File: src/rtl/core/spr_pkg.sv
// Types and constants of the sample packetizer ring.
package spr_pkg;

    localparam int MAX_PACKET = 512;
    localparam int SLOTS      = 16;
    localparam int SLOT_W     = $clog2(SLOTS);
    localparam int OFF_W      = $clog2(MAX_PACKET);
    localparam int ADDR_W     = SLOT_W + OFF_W;
    localparam int LEN_W      = 10;
    localparam int CNT_W      = 32;
    localparam int MODE_W     = 3;
    localparam int PCNT_W     = 16;
    localparam int DATA_W     = 32;

    localparam logic [LEN_W-1:0] SIZE_RESET = LEN_W'(256);
    localparam logic [LEN_W-1:0] SIZE_MAX   = LEN_W'(MAX_PACKET);

    typedef enum logic [MODE_W-1:0] {
        MODE_WRITE   = 3'd0,
        MODE_FINISH  = 3'd1,
        MODE_READ    = 3'd2,
        MODE_ADVANCE = 3'd3,
        MODE_REWIND  = 3'd4,
        MODE_CLEAR   = 3'd5
    } t_mode;

    typedef struct packed {
        logic [MODE_W-1:0] mode;
        logic [DATA_W-1:0] sample;
        logic [OFF_W-1:0]  word_offset;
        logic [PCNT_W-1:0] packet_count;
    } t_in_item;

    typedef struct packed {
        logic [DATA_W-1:0] read_data;
        logic              available;
        logic              finished;
        logic [OFF_W-1:0]  partial_fill;
    } t_out_item;

    typedef struct packed {
        logic              available;
        logic              finished;
        logic [OFF_W-1:0]  partial_fill;
    } t_status;

    typedef struct packed {
        logic              wr_en;
        logic [ADDR_W-1:0] wr_addr;
        logic [DATA_W-1:0] wr_data;
        logic              len_wr_en;
        logic [SLOT_W-1:0] len_wr_slot;
        logic [LEN_W-1:0]  len_wr_data;
        logic              rd_en;
        logic [ADDR_W-1:0] rd_addr;
        logic [SLOT_W-1:0] rd_slot;
    } t_mem_req;

endpackage

File: src/rtl/core/spr_ctrl.sv
// Write/read counters, fill count and finish flag; issues the memory accesses.
module spr_ctrl (
    input  logic                        i_clk,
    input  logic                        i_rst_n,
    input  logic                        i_accept,
    input  spr_pkg::t_in_item           i_item,
    input  logic                        i_cfg_write,
    input  logic [spr_pkg::LEN_W-1:0]   i_cfg_data,
    output spr_pkg::t_mem_req           o_req,
    output spr_pkg::t_status            o_status
);

    logic [spr_pkg::LEN_W-1:0] r_size, n_size;
    logic [spr_pkg::CNT_W-1:0] r_wc, n_wc;
    logic [spr_pkg::CNT_W-1:0] r_rc, n_rc;
    logic [spr_pkg::OFF_W-1:0] r_fill, n_fill;
    logic                      r_done, n_done;
    logic [spr_pkg::LEN_W-1:0] fill_inc;
    logic [spr_pkg::CNT_W-1:0] pcount;

    always_comb begin
        n_size   = r_size;
        n_wc     = r_wc;
        n_rc     = r_rc;
        n_fill   = r_fill;
        n_done   = r_done;
        fill_inc = {1'b0, r_fill} + spr_pkg::LEN_W'(1);
        pcount   = {{(spr_pkg::CNT_W-spr_pkg::PCNT_W){1'b0}}, i_item.packet_count};

        o_req.wr_en       = 1'b0;
        o_req.wr_addr     = {r_wc[spr_pkg::SLOT_W-1:0], r_fill};
        o_req.wr_data     = i_item.sample;
        o_req.len_wr_en   = 1'b0;
        o_req.len_wr_slot = r_wc[spr_pkg::SLOT_W-1:0];
        o_req.len_wr_data = r_size;
        o_req.rd_en       = 1'b0;
        o_req.rd_addr     = {r_rc[spr_pkg::SLOT_W-1:0], i_item.word_offset};
        o_req.rd_slot     = r_rc[spr_pkg::SLOT_W-1:0];

        if (i_cfg_write) begin
            // zero acts as one, anything past the slot size is capped
            if (i_cfg_data == '0) begin
                n_size = spr_pkg::LEN_W'(1);
            end else if (i_cfg_data > spr_pkg::SIZE_MAX) begin
                n_size = spr_pkg::SIZE_MAX;
            end else begin
                n_size = i_cfg_data;
            end
            n_wc   = '0;
            n_rc   = '0;
            n_fill = '0;
            n_done = 1'b0;
        end else if (i_accept) begin
            unique case (i_item.mode)
                spr_pkg::MODE_WRITE: begin
                    o_req.wr_en = 1'b1;
                    if (fill_inc >= r_size) begin
                        o_req.len_wr_en = 1'b1;
                        n_wc   = r_wc + spr_pkg::CNT_W'(1);
                        n_fill = '0;
                    end else begin
                        n_fill = fill_inc[spr_pkg::OFF_W-1:0];
                    end
                end
                spr_pkg::MODE_FINISH: begin
                    o_req.len_wr_en   = 1'b1;
                    o_req.len_wr_data = {1'b0, r_fill};
                    n_wc   = r_wc + spr_pkg::CNT_W'(1);
                    n_fill = '0;
                    n_done = 1'b1;
                end
                spr_pkg::MODE_READ: begin
                    o_req.rd_en = 1'b1;
                end
                spr_pkg::MODE_ADVANCE: begin
                    n_rc = r_rc + pcount;
                end
                spr_pkg::MODE_REWIND: begin
                    n_rc = (pcount >= r_rc) ? '0 : r_rc - pcount;
                end
                spr_pkg::MODE_CLEAR: begin
                    n_wc   = '0;
                    n_rc   = '0;
                    n_fill = '0;
                end
                default: begin
                end
            endcase
        end

        o_status.available    = (n_rc < n_wc);
        o_status.finished     = n_done;
        o_status.partial_fill = n_fill;
    end

    always_ff @(posedge i_clk) begin
        if (!i_rst_n) begin
            r_size <= spr_pkg::SIZE_RESET;
            r_wc   <= '0;
            r_rc   <= '0;
            r_fill <= '0;
            r_done <= 1'b0;
        end else begin
            r_size <= n_size;
            r_wc   <= n_wc;
            r_rc   <= n_rc;
            r_fill <= n_fill;
            r_done <= n_done;
        end
    end

endmodule

File: config.mk
export PLATFORM = sky130hd
export DESIGN_NAME = spr_ctrl
export DESIGN_NICKNAME = d
export VERILOG_FILES = /design/src/rtl/core/spr_pkg.sv /design/src/rtl/core/spr_ctrl.sv
export SDC_FILE = /design/constraint.sdc
export NUM_CORES = 1
export LEC_CHECK = 0
export ABC_AREA = 0
export ABC_CLOCK_PERIOD_IN_PS = 5300
export BUFFER_PORTS_ARGS = -buffer_cell sky130_fd_sc_hd__clkbuf_2
export CAP_MARGIN = 40
export CORE_MARGIN = 2
export CORE_UTILIZATION = 35
export CTS_CLUSTER_SIZE = 16
export DETAILED_ROUTE_END_ITERATION = 6
export PLACE_DENSITY = 0.54
export SYNTH_ARGS = -nofsm -noshare
export SYNTH_HDL_FRONTEND = slang
export SYNTH_SLANG_ARGS = --single-unit
File: constraint.sdc
create_clock -name i_clk -period 5.3 [get_ports i_clk]
set_input_delay 0.53 -clock i_clk [delete_from_list [all_inputs] [get_ports i_clk]]
set_output_delay 0.53 -clock i_clk [all_outputs]
set_load 0.05 [all_outputs]
==> Implementation_results.wiki <==
{| class="wikitable"
! Metric !! Value
|-
| Result of the run || finished, violations left
|-
| Failing checks || setup timing
|-
| Type of the worst setup path || reg2out
|-
| Arr. time, crit path || 4.90 ns
|-
| Pin count of the biggest net entering global routing || 48
|-
| Total routed wire length on the met1 layer || 13.2 mm
|-
| Total of fill cells in the finished design || 2473
|-
| Cell type group with the largest total delay on the critical path || compound AO/OA/AOI/OAI gates
|-
| Setup repair after global routing missed its margin || true
|-
| Critical path cell sequence || inv_2, ha_4, inv_2, fa_2, a211o_1, a211o_1, a21oi_4, a211oi_4, buf_6, or3_4, o211ai_1, o221ai_1, and2_1, ha_1, a21o_1, a21o_1, a21oi_2, o21ai_2, a311oi_2, a31oi_2, nor2_4, buf_12
|-
| Fin nets || 1394
|-
| DRT antenna net count || 0
|-
| Wire length on met3 || 1.42 mm
|-
| Total congestion overflow || 0
|-
| Path type of the worst min-delay path || in2reg
|-
| TritonCTS clock tree || yes
|-
| Endpoints failing setup || 1
|-
| Vias/cell || 5.59
|-
| Fin crit share || 102%
|-
| Quantity of hold-fixing buffers added after cts || 0
|-
| Delay of the slowest cell on the worst path || 0.39 ns
|-
| Detailed Route WL || 27.9 mm
|-
| Final routed wire length divided by cell count || 17.8 µm
|-
| Number of enable-type register cells in the synthesized netlist || 0
|-
| Horizontal extent of the die || 159 µm
|-
| Number of buffers on the longest clock path || 2
|-
| Tot GR Track Use || 21.6%
|-
| Detailed Place HPWL || 21.2 mm
|-
| Worst-Margin Slew || 0.828 ns
|-
| Total met2 wirelength after detailed routing || 12.6 mm
|-
| Via count of the first global-routing pass || 8484
|-
| CORE AREA || 23600 µm²
|-
| Worst voltage drop across the vdd grid || 0.164 mV
|-
| Clock tree root driver cell || sky130_fd_sc_hd__clkbuf_16
|-
| Count of maximum capacitance violations || 0
|-
| Post-Syn Instances || 1141
|-
| Minimum setup slack in the final design || -0.131 ns
|-
| Routability-driven placement congestion ratio || 0.934
|-
| Highest metal used || met4
|-
| Clock transition time at the flip-flop clock pins of the worst setup and hold paths || 0.07 ns
|-
| Y dimension of the die || 159 µm
|-
| Fin. max-slew vios || 0
|-
| I/O Pins || 164
|-
| Overall die area || 25400 µm²
|-
| Overall via count from detail_route || 8759
|-
| Ratio of cells with drive above 1 in the final layout || 26.8%
|-
| Main flop type after synthesis || sky130_fd_sc_hd__dfxtp_1
|-
| Worst skew pair latency || 0.36 ns
|-
| Port buffer count || 81
|-
| Startpoint Class || flip-flop
|-
| # diodes || 0
|-
| Type of destination of the critical path || output port
|-
| Area delta synth->final || 19.1%
|-
| Detailed Route Iter0 Violations || 866
|-
| Sequential-to-total area share from yosys stat || 19.9%
|-
| Clock period minus worst slack || 5.43 ns
|-
| Achievable Freq || 184 MHz
|-
| Fraction of registers with async set/reset || 0%
|-
| Number of rows created at floorplan || 56
|-
| Rel. slew slack || 44.7%
|-
| Placed cell area || 9400 µm²
|-
| CP required || 4.77 ns
|-
| Worst path slowest cell || sky130_fd_sc_hd__fa_2
|-
| Power per cell area || 175 nW/µm²
|-
| Mapped Area || 8450 µm²
|-
| CTS buffer count || 9
|-
| DRC violations left || 0
|-
| Leakage component of the power || 4.24 nW
|-
| Number of H-tree branching levels || 3
|-
| Post-synthesis register bit count || 84
|-
| Post-synthesis net count || 1292
|-
| Worst clock skew || 0.0125 ns
|-
| Avg Cell Area, Syn || 7.41 µm²
|-
| Number of distinct library cell variants in the gate-level netlist after synthesis || 89
|-
| First-pass iteration count of the detailed router || 7
|-
| Count of yosys warnings during synthesis || 0
|-
| # clock sinks || 84
|-
| First-pass GRT wire length || 45.0 mm
|-
| Pre-CTS setup slack || -0.170 ns
|-
| Number of hold-slack violations in the final timing report || 0
|-
| Number of antenna violations at the first check in global routing || 0
|-
| Starting density of the core || 35.8%
|-
| Post-route cell area || 10100 µm²
|-
| Max Fanout on Critical Path || 6
|-
| Total buffers and inverters traversed by the critical path || 4
|}
[routing by layer]
layer | global-route usage, % | vias up
met4 | 7.77 | 0
met2 | 35.3 | 274
met3 | 2.40 | 46
met5 | 0 | -
li1 | - | 4327
met1 | 29.5 | 4112
[cell usage in the layout (no fill, tap or decap), types with 7 or more instances in the layout]
master / count
sky130_fd_sc_hd__mux2_2: 9
sky130_fd_sc_hd__o211ai_1: 16
sky130_fd_sc_hd__buf_4: 121
sky130_fd_sc_hd__and2_1: 30
sky130_fd_sc_hd__o31a_1: 9
sky130_fd_sc_hd__ha_1: 72
sky130_fd_sc_hd__o221ai_1: 8
sky130_fd_sc_hd__o21ai_0: 51
sky130_fd_sc_hd__a211o_1: 9
sky130_fd_sc_hd__dfxtp_1: 77
sky130_fd_sc_hd__a22oi_1: 14
sky130_fd_sc_hd__dfxtp_2: 7
sky130_fd_sc_hd__xnor2_1: 11
sky130_fd_sc_hd__a211oi_1: 9
sky130_fd_sc_hd__nor4_1: 11
sky130_fd_sc_hd__nand2b_1: 13
sky130_fd_sc_hd__a31oi_1: 19
sky130_fd_sc_hd__o31ai_1: 13
sky130_fd_sc_hd__or2_2: 24
sky130_fd_sc_hd__clkbuf_2: 80
sky130_fd_sc_hd__nand2_1: 68
sky130_fd_sc_hd__a21o_1: 12
sky130_fd_sc_hd__and3_1: 14
sky130_fd_sc_hd__nand3_1: 33
sky130_fd_sc_hd__nor3_1: 29
sky130_fd_sc_hd__a41oi_1: 7
sky130_fd_sc_hd__nand4_1: 18
sky130_fd_sc_hd__a21oi_1: 57
sky130_fd_sc_hd__nor2_1: 150
sky130_fd_sc_hd__nor2b_1: 15
sky130_fd_sc_hd__clkbuf_16: 9
sky130_fd_sc_hd__or3_1: 9
sky130_fd_sc_hd__inv_1: 52
[kinds of logic after synthesis]
group | Yosys count | synth area share, %
AND/OR/NAND/NOR | 457 | 27.1
AO/OA/AOI/OAI | 323 | 27.1
buffers and inverters | 172 | 11.1
flip-flops | 84 | 19.9
adder cells (fa/ha/maj) | 77 | 11.6
XOR/XNOR | 15 | 1.55
multiplexers | 13 | 1.67
[final cells by class]
class	instances	area [µm²]	area share [%]
clock buffers	9	225	2.24
inverters	57	214	2.13
clock inverters	7	123	1.22
flip-flops and latches	84	1690	16.8
repair buffers	206	1370	13.6
multi-input cells	885	6040	60.0
well taps	319	399	3.96
[final timing paths]
kind                            slack (ns)      endpoint  cells past startpoint           from
worst max-delay path                 -0.13  o_status[10]                     22        r_rc[0]
worst min-delay path                  0.38     r_size[2]                      3  i_cfg_data[2]
worst max register to register        2.05      r_rc[12]                     14        r_rc[0]
worst min register to register        0.49     r_size[5]                      2      r_size[5]
[flip-flops by register name, indices dropped and copies added, names as in the netlist]
register and count:
r_rc 32, r_fill 9, r_wc 32, r_done 1, r_size 10
[repair_timing]
item                                    4_1_cts  5_1_grt
cloned                                        0        0
endpoints found under the setup margin        1        1
pin swaps                                    23        8
setup buffers                                13        2
gates resized for setup                      39       16
[synth_stat cells, types with 15 or more instances]
master                       n  area (µm²)
sky130_fd_sc_hd__o211ai_1   16         120
sky130_fd_sc_hd__ha_1       75         938
sky130_fd_sc_hd__nor2b_1    15        93.8
sky130_fd_sc_hd__buf_4      62         465
sky130_fd_sc_hd__inv_1      54         203
sky130_fd_sc_hd__a31oi_1    21         131
sky130_fd_sc_hd__a21oi_1    62         310
sky130_fd_sc_hd__or2_2      25         156
sky130_fd_sc_hd__nand3_1    34         170
sky130_fd_sc_hd__dfxtp_1    84        1680
sky130_fd_sc_hd__and2_1     30         188
sky130_fd_sc_hd__nor2_1    156         586
sky130_fd_sc_hd__nand2_1    69         259
sky130_fd_sc_hd__a22oi_1    15         113
sky130_fd_sc_hd__o21ai_0    59         295
sky130_fd_sc_hd__clkbuf_1   37         139
sky130_fd_sc_hd__nor3_1     32         160
sky130_fd_sc_hd__nand4_1    18         113
[tightest hold or removal path: cells and delay by family]
kind / cells / cell delay, ns
AO/OA/AOI/OAI: 1 / 0.05
buffers and inverters: 1 / 0.09
AND/OR/NAND/NOR: 1 / 0.04
[metrics by stage]
stage	util [%]	hold slack, ns	TNS [ns]	total power [mW]	instances
floorplan	-	0.451	0	0.948	1141
global placement	39.8	0.470	-0.0924	0.993	1535
detailed placement	39.8	0.478	-0.170	0.994	1536
CTS	42.3	0.381	-0.120	1.76	1565
global route	42.6	0.404	-0.328	1.82	1567
finish	42.6	0.384	-0.131	1.76	1567
[power by group]
part           leakage [nW]  internal (mW)  switching [mW]
logic                  3.40          0.134           0.220
registers             0.682          0.637         0.00577
clock network         0.162          0.464           0.298
Note: power is estimated with default switching activity, not from simulation.
